--- src/skvl_pkg.sv ---
`timescale 1ns / 1ps
// ----------------------------------------------------------------------------
// skvl_pkg
// Shared types and constants for the sorted key/value table: entry layout,
// command and status codes, controller states and cell control word.
// ----------------------------------------------------------------------------
package skvl_pkg;

    localparam int CAPACITY = 16;
    localparam int KEY_W    = 32;
    localparam int VALUE_W  = 32;

    typedef logic [1:0] op_t;
    localparam op_t OP_ADD    = 2'd0;
    localparam op_t OP_REMOVE = 2'd1;
    localparam op_t OP_GET    = 2'd2;

    typedef logic [1:0] status_t;
    localparam status_t ST_OK        = 2'd0;
    localparam status_t ST_NOT_FOUND = 2'd1;
    localparam status_t ST_FULL      = 2'd2;

    typedef enum logic [1:0] {
        S_IDLE,
        S_CMP,
        S_EXEC
    } state_t;

    typedef struct packed {
        logic               valid;
        logic [KEY_W-1:0]   key;
        logic [VALUE_W-1:0] value;
    } entry_t;

    typedef struct packed {
        logic cmp;
        logic add;
        logic remove;
        logic finish;
    } ctl_t;

endpackage

--- src/sorted_key_value_list_unit.sv ---
`timescale 1ns / 1ps
// ----------------------------------------------------------------------------
// sorted_key_value_list_unit
// Bounded table of signed keys with value handles, kept in ascending order
// in a row of shifting cells. Add, remove by key and look up by key.
// ----------------------------------------------------------------------------
// Channel   Ports                         Handshake
// command   opcode, key, value            start & !busy
// result    status, value_out             done (one-cycle strobe)
//
// After the accepting edge a command passes through a compare phase in which
// every cell registers its key against the command key, an update phase in
// which the cells shift, and a reply phase. The result strobe comes with busy
// low, so the next command may be taken in the cycle its predecessor reports.
// Reset empties the table at once. The receiver cannot stall.
// ----------------------------------------------------------------------------
module sorted_key_value_list_unit (
    input  logic                              clk,
    input  logic                              rst_n,
    input  logic                              start,
    output logic                              busy,
    input  logic [1:0]                        opcode,
    input  logic signed [skvl_pkg::KEY_W-1:0] key,
    input  logic [skvl_pkg::VALUE_W-1:0]      value,
    output logic                              done,
    output logic [1:0]                        status,
    output logic [skvl_pkg::VALUE_W-1:0]      value_out
);

    localparam int N = skvl_pkg::CAPACITY;

    skvl_pkg::op_t                    op_reg;
    logic [skvl_pkg::KEY_W-1:0]       key_reg;
    logic [skvl_pkg::VALUE_W-1:0]     value_reg;
    logic                             done_reg;
    skvl_pkg::status_t                status_reg;
    skvl_pkg::status_t                status_next;
    logic [skvl_pkg::VALUE_W-1:0]     value_out_reg;
    logic [skvl_pkg::VALUE_W-1:0]     value_out_next;

    skvl_pkg::ctl_t                   ctl;
    skvl_pkg::entry_t                 cells [N];
    logic [N-1:0]                     ge_vec;
    logic [N-1:0]                     eq_vec;
    logic [N-1:0]                     first_vec;
    logic [N-1:0]                     valid_vec;
    logic                             full;
    logic                             found;
    logic [skvl_pkg::VALUE_W-1:0]     sel_value;

    skvl_ctrl u_ctrl (
        .clk   (clk),
        .rst_n (rst_n),
        .start (start),
        .op    (op_reg),
        .full  (full),
        .found (found),
        .busy  (busy),
        .ctl   (ctl)
    );

    for (genvar i = 0; i < N; i++)
    begin : g_cell
        skvl_pkg::entry_t left_entry;
        skvl_pkg::entry_t right_entry;
        logic             left_ge;
        logic             left_eq;

        if (i == 0)
        begin : g_first
            assign left_entry = '0;
            assign left_ge    = 1'b0;
            assign left_eq    = 1'b0;
        end
        else
        begin : g_inner
            assign left_entry = cells[i-1];
            assign left_ge    = ge_vec[i-1];
            assign left_eq    = eq_vec[i-1];
        end

        if (i == N - 1)
        begin : g_last
            assign right_entry = '0;
        end
        else
        begin : g_mid
            assign right_entry = cells[i+1];
        end

        skvl_cell u_cell (
            .clk         (clk),
            .rst_n       (rst_n),
            .ctl         (ctl),
            .cmd_key     (key_reg),
            .cmd_value   (value_reg),
            .left_entry  (left_entry),
            .left_ge     (left_ge),
            .left_eq     (left_eq),
            .right_entry (right_entry),
            .entry       (cells[i]),
            .ge          (ge_vec[i]),
            .eq          (eq_vec[i]),
            .first_eq    (first_vec[i])
        );

        assign valid_vec[i] = cells[i].valid;
    end

    assign full  = valid_vec[N-1];
    assign found = |first_vec;

    always_comb
    begin
        sel_value = '0;
        for (int i = 0; i < N; i++)
        begin
            sel_value = sel_value | ({skvl_pkg::VALUE_W{first_vec[i]}} & cells[i].value);
        end
    end

    always_comb
    begin
        value_out_next = '0;
        case (op_reg)
            skvl_pkg::OP_ADD:
            begin
                status_next = full ? skvl_pkg::ST_FULL : skvl_pkg::ST_OK;
            end
            skvl_pkg::OP_REMOVE,
            skvl_pkg::OP_GET:
            begin
                status_next    = found ? skvl_pkg::ST_OK : skvl_pkg::ST_NOT_FOUND;
                value_out_next = found ? sel_value : '0;
            end
            default:
            begin
                status_next = skvl_pkg::ST_NOT_FOUND;
            end
        endcase
    end

    // hold the command for the compare and update cycles
    always_ff @(posedge clk)
    begin
        if (start && !busy)
        begin
            op_reg    <= opcode;
            key_reg   <= key;
            value_reg <= value;
        end
        if (ctl.finish)
        begin
            status_reg    <= status_next;
            value_out_reg <= value_out_next;
        end
    end

    always_ff @(posedge clk or negedge rst_n)
    begin
        if (!rst_n)
        begin
            done_reg <= 1'b0;
        end
        else
        begin
            done_reg <= ctl.finish;
        end
    end

    assign done      = done_reg;
    assign status    = status_reg;
    assign value_out = value_out_reg;

`ifndef ASSERT_OFF
    a_valid_run: assert property (@(posedge clk) disable iff (!rst_n)
        $onehot({1'b0, valid_vec} + {{N{1'b0}}, 1'b1}))
        else $error("valid entries not contiguous from slot 0");

    a_add_grows: assert property (@(posedge clk) disable iff (!rst_n)
        ctl.add |=> $countones(valid_vec) == $past($countones(valid_vec)) + 1)
        else $error("add did not grow the table by one");

    a_remove_shrinks: assert property (@(posedge clk) disable iff (!rst_n)
        ctl.remove |=> $countones(valid_vec) + 1 == $past($countones(valid_vec)))
        else $error("remove did not shrink the table by one");

    a_done_after_exec: assert property (@(posedge clk) disable iff (!rst_n)
        done |-> !busy && $past(ctl.finish))
        else $error("result strobe outside its slot");

    a_full_status: assert property (@(posedge clk) disable iff (!rst_n)
        (done && status == skvl_pkg::ST_FULL) |-> full)
        else $error("full reported on a table with room");
`endif

endmodule

--- src/skvl_cell.sv ---
`timescale 1ns / 1ps
// ----------------------------------------------------------------------------
// skvl_cell
// One table slot: holds an entry, compares it with the command key and
// shifts toward its neighbors on add or remove.
// ----------------------------------------------------------------------------
module skvl_cell (
    input  logic                            clk,
    input  logic                            rst_n,
    input  skvl_pkg::ctl_t                  ctl,
    input  logic [skvl_pkg::KEY_W-1:0]      cmd_key,
    input  logic [skvl_pkg::VALUE_W-1:0]    cmd_value,
    input  skvl_pkg::entry_t                left_entry,
    input  logic                            left_ge,
    input  logic                            left_eq,
    input  skvl_pkg::entry_t                right_entry,
    output skvl_pkg::entry_t                entry,
    output logic                            ge,
    output logic                            eq,
    output logic                            first_eq
);

    skvl_pkg::entry_t entry_reg;
    skvl_pkg::entry_t entry_next;
    logic             ge_reg;
    logic             ge_next;
    logic             eq_reg;
    logic             eq_next;

    always_comb
    begin
        ge_next = ge_reg;
        eq_next = eq_reg;
        if (ctl.cmp)
        begin
            ge_next = !entry_reg.valid || ($signed(entry_reg.key) >= $signed(cmd_key));
            eq_next = entry_reg.valid && (entry_reg.key == cmd_key);
        end
    end

    always_comb
    begin
        entry_next = entry_reg;
        if (ctl.add)
        begin
            if (left_ge)
            begin
                entry_next = left_entry;
            end
            else if (ge_reg)
            begin
                entry_next.valid = 1'b1;
                entry_next.key   = cmd_key;
                entry_next.value = cmd_value;
            end
        end
        else if (ctl.remove && ge_reg)
        begin
            entry_next = right_entry;
        end
    end

    always_ff @(posedge clk or negedge rst_n)
    begin
        if (!rst_n)
        begin
            entry_reg <= '0;
            ge_reg    <= 1'b0;
            eq_reg    <= 1'b0;
        end
        else
        begin
            entry_reg <= entry_next;
            ge_reg    <= ge_next;
            eq_reg    <= eq_next;
        end
    end

    assign entry    = entry_reg;
    assign ge       = ge_reg;
    assign eq       = eq_reg;
    assign first_eq = eq_reg && !left_eq;

endmodule

--- src/skvl_ctrl.sv ---
`timescale 1ns / 1ps
// ----------------------------------------------------------------------------
// skvl_ctrl
// Command sequencer: compare phase, then update phase, for each word taken.
// ----------------------------------------------------------------------------
module skvl_ctrl (
    input  logic              clk,
    input  logic              rst_n,
    input  logic              start,
    input  skvl_pkg::op_t     op,
    input  logic              full,
    input  logic              found,
    output logic              busy,
    output skvl_pkg::ctl_t    ctl
);

    skvl_pkg::state_t state_reg;
    skvl_pkg::state_t state_next;

    always_comb
    begin
        case (state_reg)
            skvl_pkg::S_IDLE:
            begin
                state_next = start ? skvl_pkg::S_CMP : skvl_pkg::S_IDLE;
            end
            skvl_pkg::S_CMP:
            begin
                state_next = skvl_pkg::S_EXEC;
            end
            skvl_pkg::S_EXEC:
            begin
                state_next = skvl_pkg::S_IDLE;
            end
            default:
            begin
                state_next = skvl_pkg::S_IDLE;
            end
        endcase
    end

    always_comb
    begin
        busy       = 1'b0;
        ctl        = '0;
        case (state_reg)
            skvl_pkg::S_IDLE:
            begin
                busy = 1'b0;
            end
            skvl_pkg::S_CMP:
            begin
                busy    = 1'b1;
                ctl.cmp = 1'b1;
            end
            skvl_pkg::S_EXEC:
            begin
                busy       = 1'b1;
                ctl.finish = 1'b1;
                ctl.add    = (op == skvl_pkg::OP_ADD) && !full;
                ctl.remove = (op == skvl_pkg::OP_REMOVE) && found;
            end
            default:
            begin
                busy = 1'b0;
            end
        endcase
    end

    always_ff @(posedge clk or negedge rst_n)
    begin
        if (!rst_n)
        begin
            state_reg <= skvl_pkg::S_IDLE;
        end
        else
        begin
            state_reg <= state_next;
        end
    end

endmodule
--- config.mk ---
export PLATFORM = sky130hd
export DESIGN_NAME = sorted_key_value_list_unit
export DESIGN_NICKNAME = d
export VERILOG_FILES = /design/src/skvl_pkg.sv /design/src/sorted_key_value_list_unit.sv /design/src/skvl_cell.sv /design/src/skvl_ctrl.sv
export SDC_FILE = /design/constraint.sdc
export NUM_CORES = 2
export LEC_CHECK = 0
export BUFFER_PORTS_ARGS = -buffer_cell sky130_fd_sc_hd__buf_2
export CAP_MARGIN = 20
export CORE_ASPECT_RATIO = 1.2
export CORE_UTILIZATION = 45
export CTS_CLUSTER_SIZE = 20
export DETAILED_ROUTE_END_ITERATION = 12
export SYNTH_ARGS = -nofsm -noshare
export SYNTH_HDL_FRONTEND = slang
export SYNTH_SLANG_ARGS = --single-unit
--- constraint.sdc ---
create_clock -name clk -period 5 [get_ports clk]
set_clock_uncertainty 0.05 [all_clocks]
set_input_delay 0.5 -clock clk [delete_from_list [all_inputs] [get_ports clk]]
set_output_delay 0.5 -clock clk [all_outputs]
set_load 0.01 [all_outputs]
==> impl.org <==
** STA
- Setup repair after global routing left no endpoint under its margin.
- The worst pin sits at a relative slew slack of 16.3%.
- The number of endpoints with negative hold slack in the final report is 0.
- Of the available clock period, the critical path in the final layout requires 84.2%.
- Setup TNS Final :: 0 ps
- At the pin with the least slew margin, the transition time is 1260 ps.
- The final count of pins violating max slew was 0.
- Setup violations remaining at the end of the flow were counted as 0.
- F_max :: 237 MHz
- Subtracting the final worst setup slack from the clock period gives 4210 ps.
- Setup slack closes at 788 ps.

** Finish
- Compared with the post-synthesis result, the final layout area differs by 10.3%.
- Flip-flop count of the largest register, all copies and words added :: 1040
- Share of final-layout standard cells stronger than drive strength 1 :: 6.67%
- Final net count :: 9038
- Layout filler cell count :: 15400
- Share of the core filled with cells in the final layout :: 50.2%

** Synthesis
- Number of nets in the synthesized netlist :: 9264
- Register bit total from synthesis :: 1175
- Leading register cell type out of synthesis :: sky130_fd_sc_hd__dfrtp_1
- After synthesis the cells add up to 75100 µm².
- Of the synthesized area, sequential elements account for 39.8%.
- A synthesized cell averages 8.66 µm².
- Biggest area consumer among synthesized cells :: sky130_fd_sc_hd__dfrtp_1
- Number of different library cells in the post-synthesis netlist :: 52
- Counting flops with a built-in enable in the synthesized netlist gives 100.
- During synthesis, Yosys emitted a total of 0 warnings.
- Top cell type's share of synthesized area :: 35.8%
- Number of cells produced by synthesis :: 8677
- Fraction of synthesis flops using an asynchronous set or reset pin :: 91.5%
- Top post-synthesis cells by area :: sky130_fd_sc_hd__dfrtp_1 36%, sky130_fd_sc_hd__mux2i_1 13%, sky130_fd_sc_hd__ha_1 8.6%

** Clock network
- CTS root buf :: sky130_fd_sc_hd__clkbuf_16
- The clock drives 1175 sinks.
- Counting the buffers created by CTS gives 137.
- Clock slew at reported path FFs :: 60 ps
- At the later pin of the worst-skew pair, clock insertion delay measures 810 ps.
- CTS tree :: yes
- Once the clock tree was built, the setup fixing pass inserted 0 buffers.
- Post-cts resize count :: 0
- Buffer levels on the longest clock path :: 3
- In this run the number of H-tree levels came out at 4.

** GRT
- Global routing finished with a remaining overflow of 0.
- The initial antenna violation count is 4.
- The first global-routing pass estimated 417 mm of wire.
- Global-route total usage across every layer :: 32.5%
- Entering global routing, the biggest net connects 256 pins.
- The number of global-route vias before repair was 64500.

** Power
- Leakage power figure :: 39.0 nW
- The share of total power dissipated in sequential elements is 41.2%.
- Pwr/cell area :: 343 nW/µm²
- In this run the power spent charging and discharging nets is 9.66 mW.
- Internal power :: 18.7 mW
- VDD sags by at most 0.447 mV.
- Power share of the combinational group :: 21.1%
- Sw Share :: 34.0%
- The clock network burns 37.7% of the power.
- Overall power consumption :: 28.4 mW

** Place
- Last weighted congestion value of the routability-driven placer :: 0.939
- Half-perimeter wire length after placement :: 174 mm
- Worst slack after detailed placement :: 788 ps
- Quantity of I/O buffers inserted on ports :: 104

** Run
- Across the run, the number of max-cap violations was 0.

** Die
- The initialized floorplan defines 163 standard-cell rows.
- Top-level port count :: 105
- Chip Width :: 375 µm
- Starting density of the core :: 45.5%
- DIE AREA :: 169000 µm²
- In this run the standard cell core region covers 165000 µm².
- Height of the die :: 450 µm

** Detailed routing
- For this run, design rule violations remaining after detail routing come to 0.
- Before antenna repair, the detailed router went through 6 iterations.
- The detailed router finished its first iteration with 7055 violations.
- Via density :: 6.24
- Antenna-violating nets left :: 0
- Routed wire per std cell :: 25.9 µm
- Post-Route WL :: 278 mm
- Routed vias :: 66900

** Critical path
- The worst setup path is launched from a flip-flop.
- In this run the worst path has a maximum fanout of 17.
- Crit path capture type :: flip-flop
- Critical Path AT :: 4870 ps
- For the worst setup path, the data required time is 5660 ps.
- The critical path is of the flip-flop to flip-flop type.

** Min path
- Worst hold path class :: primary input to asynchronous set/reset pin

** Run status
- Result of the run :: complete, no violations
critical path: stages (launching register included):
cell and delay, ps:
sky130_fd_sc_hd__edfxtp_1 340, sky130_fd_sc_hd__buf_4 240, sky130_fd_sc_hd__inv_1 290, sky130_fd_sc_hd__buf_4 280, sky130_fd_sc_hd__ha_1 300, sky130_fd_sc_hd__nand4_1 210, sky130_fd_sc_hd__nor4_1 980, sky130_fd_sc_hd__nor3b_1 680
sky130_fd_sc_hd__o31ai_1 320, sky130_fd_sc_hd__a21o_1 250, sky130_fd_sc_hd__a31oi_1 150
layer usage:
layer  track usage (%)  share of wire (%)
met4              19.2                6.6
met5                 0                  0
met3              4.71                7.1
met1              41.0                 40
met2              52.9                 46
final cells by class:
type / instances / area [µm²] / share of cell area (%)
Tap cell: 2145 / 2680 / 3.24
Multi-Input combinational cell: 6690 / 42200 / 50.9
Clock buffer: 203 / 4140 / 4.99
Timing Repair Buffer: 357 / 2950 / 3.56
Clock inverter: 51 / 567 / 0.684
Sequential cell: 1175 / 30000 / 36.2
Inverter: 90 / 338 / 0.408
Antenna cell: 6 / 15.0 / 0.0181
cell usage in the layout, fill, tap and decap left out, types with 106 or more instances in the layout:
cell	Yosys	layout
sky130_fd_sc_hd__a22oi_1	106	106
sky130_fd_sc_hd__dfrtp_1	1075	1059
sky130_fd_sc_hd__a21oi_1	1103	1103
sky130_fd_sc_hd__o21ai_1	125	114
sky130_fd_sc_hd__nand2_1	1148	1147
sky130_fd_sc_hd__buf_4	29	157
sky130_fd_sc_hd__o21ai_0	918	918
sky130_fd_sc_hd__nor2_1	939	932
sky130_fd_sc_hd__clkbuf_16	0	146
sky130_fd_sc_hd__mux2i_1	1009	1009
sky130_fd_sc_hd__ha_1	518	516
sky130_fd_sc_hd__nand4_1	121	121
cells by family after synthesis:
kind of cell             Yosys count  share of synthesized area, %
flip-flops                      1175                          39.8
buffers and inverters            812                          4.43
AND/OR/NAND/NOR                 2446                          13.4
AO/OA/AOI/OAI                   2717                          20.3
adder cells (fa/ha/maj)          518                          8.63
multiplexers                    1009                          13.4
cells in the mapped netlist (all sizes together) (17+ instances only):
library cell,number
a31oi,44
clkbuf,505
nand2,1148
dfrtp,1075
o31ai,76
a22oi,106
nor3,18
inv,90
edfxtp,100
o22ai,17
mux2i,1009
a211oi,29
a22o,84
nor4,34
buf,217
a21oi,1103
a21o,60
nor2b,25
and3,34
nand4,121
ha,518
a221oi,99
o21ai,1047
nand3,88
nor2,939
path summary, 6_finish.rpt:
| check | from | end | slack (ps) | cells after the start |
|---|---|---|---|---|
| max | key_reg[29] | g_cell[6].u_cell.ge | 790 | 10 |
| min | rst_n | g_cell[13].u_cell.entry[5] | 330 | 2 |
| max reg2reg | key_reg[29] | g_cell[6].u_cell.ge | 790 | 10 |
| min reg2reg | g_cell[0].u_cell.entry[23] | g_cell[0].u_cell.entry[23] | 450 | 2 |
| max in group asynchronous | rst_n | g_cell[1].u_cell.ge | 3140 | 4 |
| min in group clk | key[12] | key_reg[12] | 360 | 2 |
per-stage QoR:
stage                     hold slack, ps  cells  instance area [µm²]
after global routing                 346  10700                82800
after floorplan                      154   8677                75100
final                                334  10700                82900
after global placement               438  10400                77500
after CTS                            303  10700                82800
after detailed placement             445  10400                77500
power groups by stage:
stage / clock network, mW / logic, mW / registers, mW
after detailed placement: 0 / 5.84 / 11.8
final: 10.7 / 5.99 / 11.7
after floorplan: 0 / 4.60 / 10.6
after global placement: 0 / 5.74 / 11.8
after global routing: 11.2 / 6.38 / 11.7
after CTS: 10.9 / 5.91 / 11.6
what timing repair did:
action / in CTS / in global routing
endpoints found under the setup margin: 0 / 0
hold buffers: 68 / 0
hold endpoints to repair: 139 / 0
No activity file was read; power rests on OpenSTA's default activity.
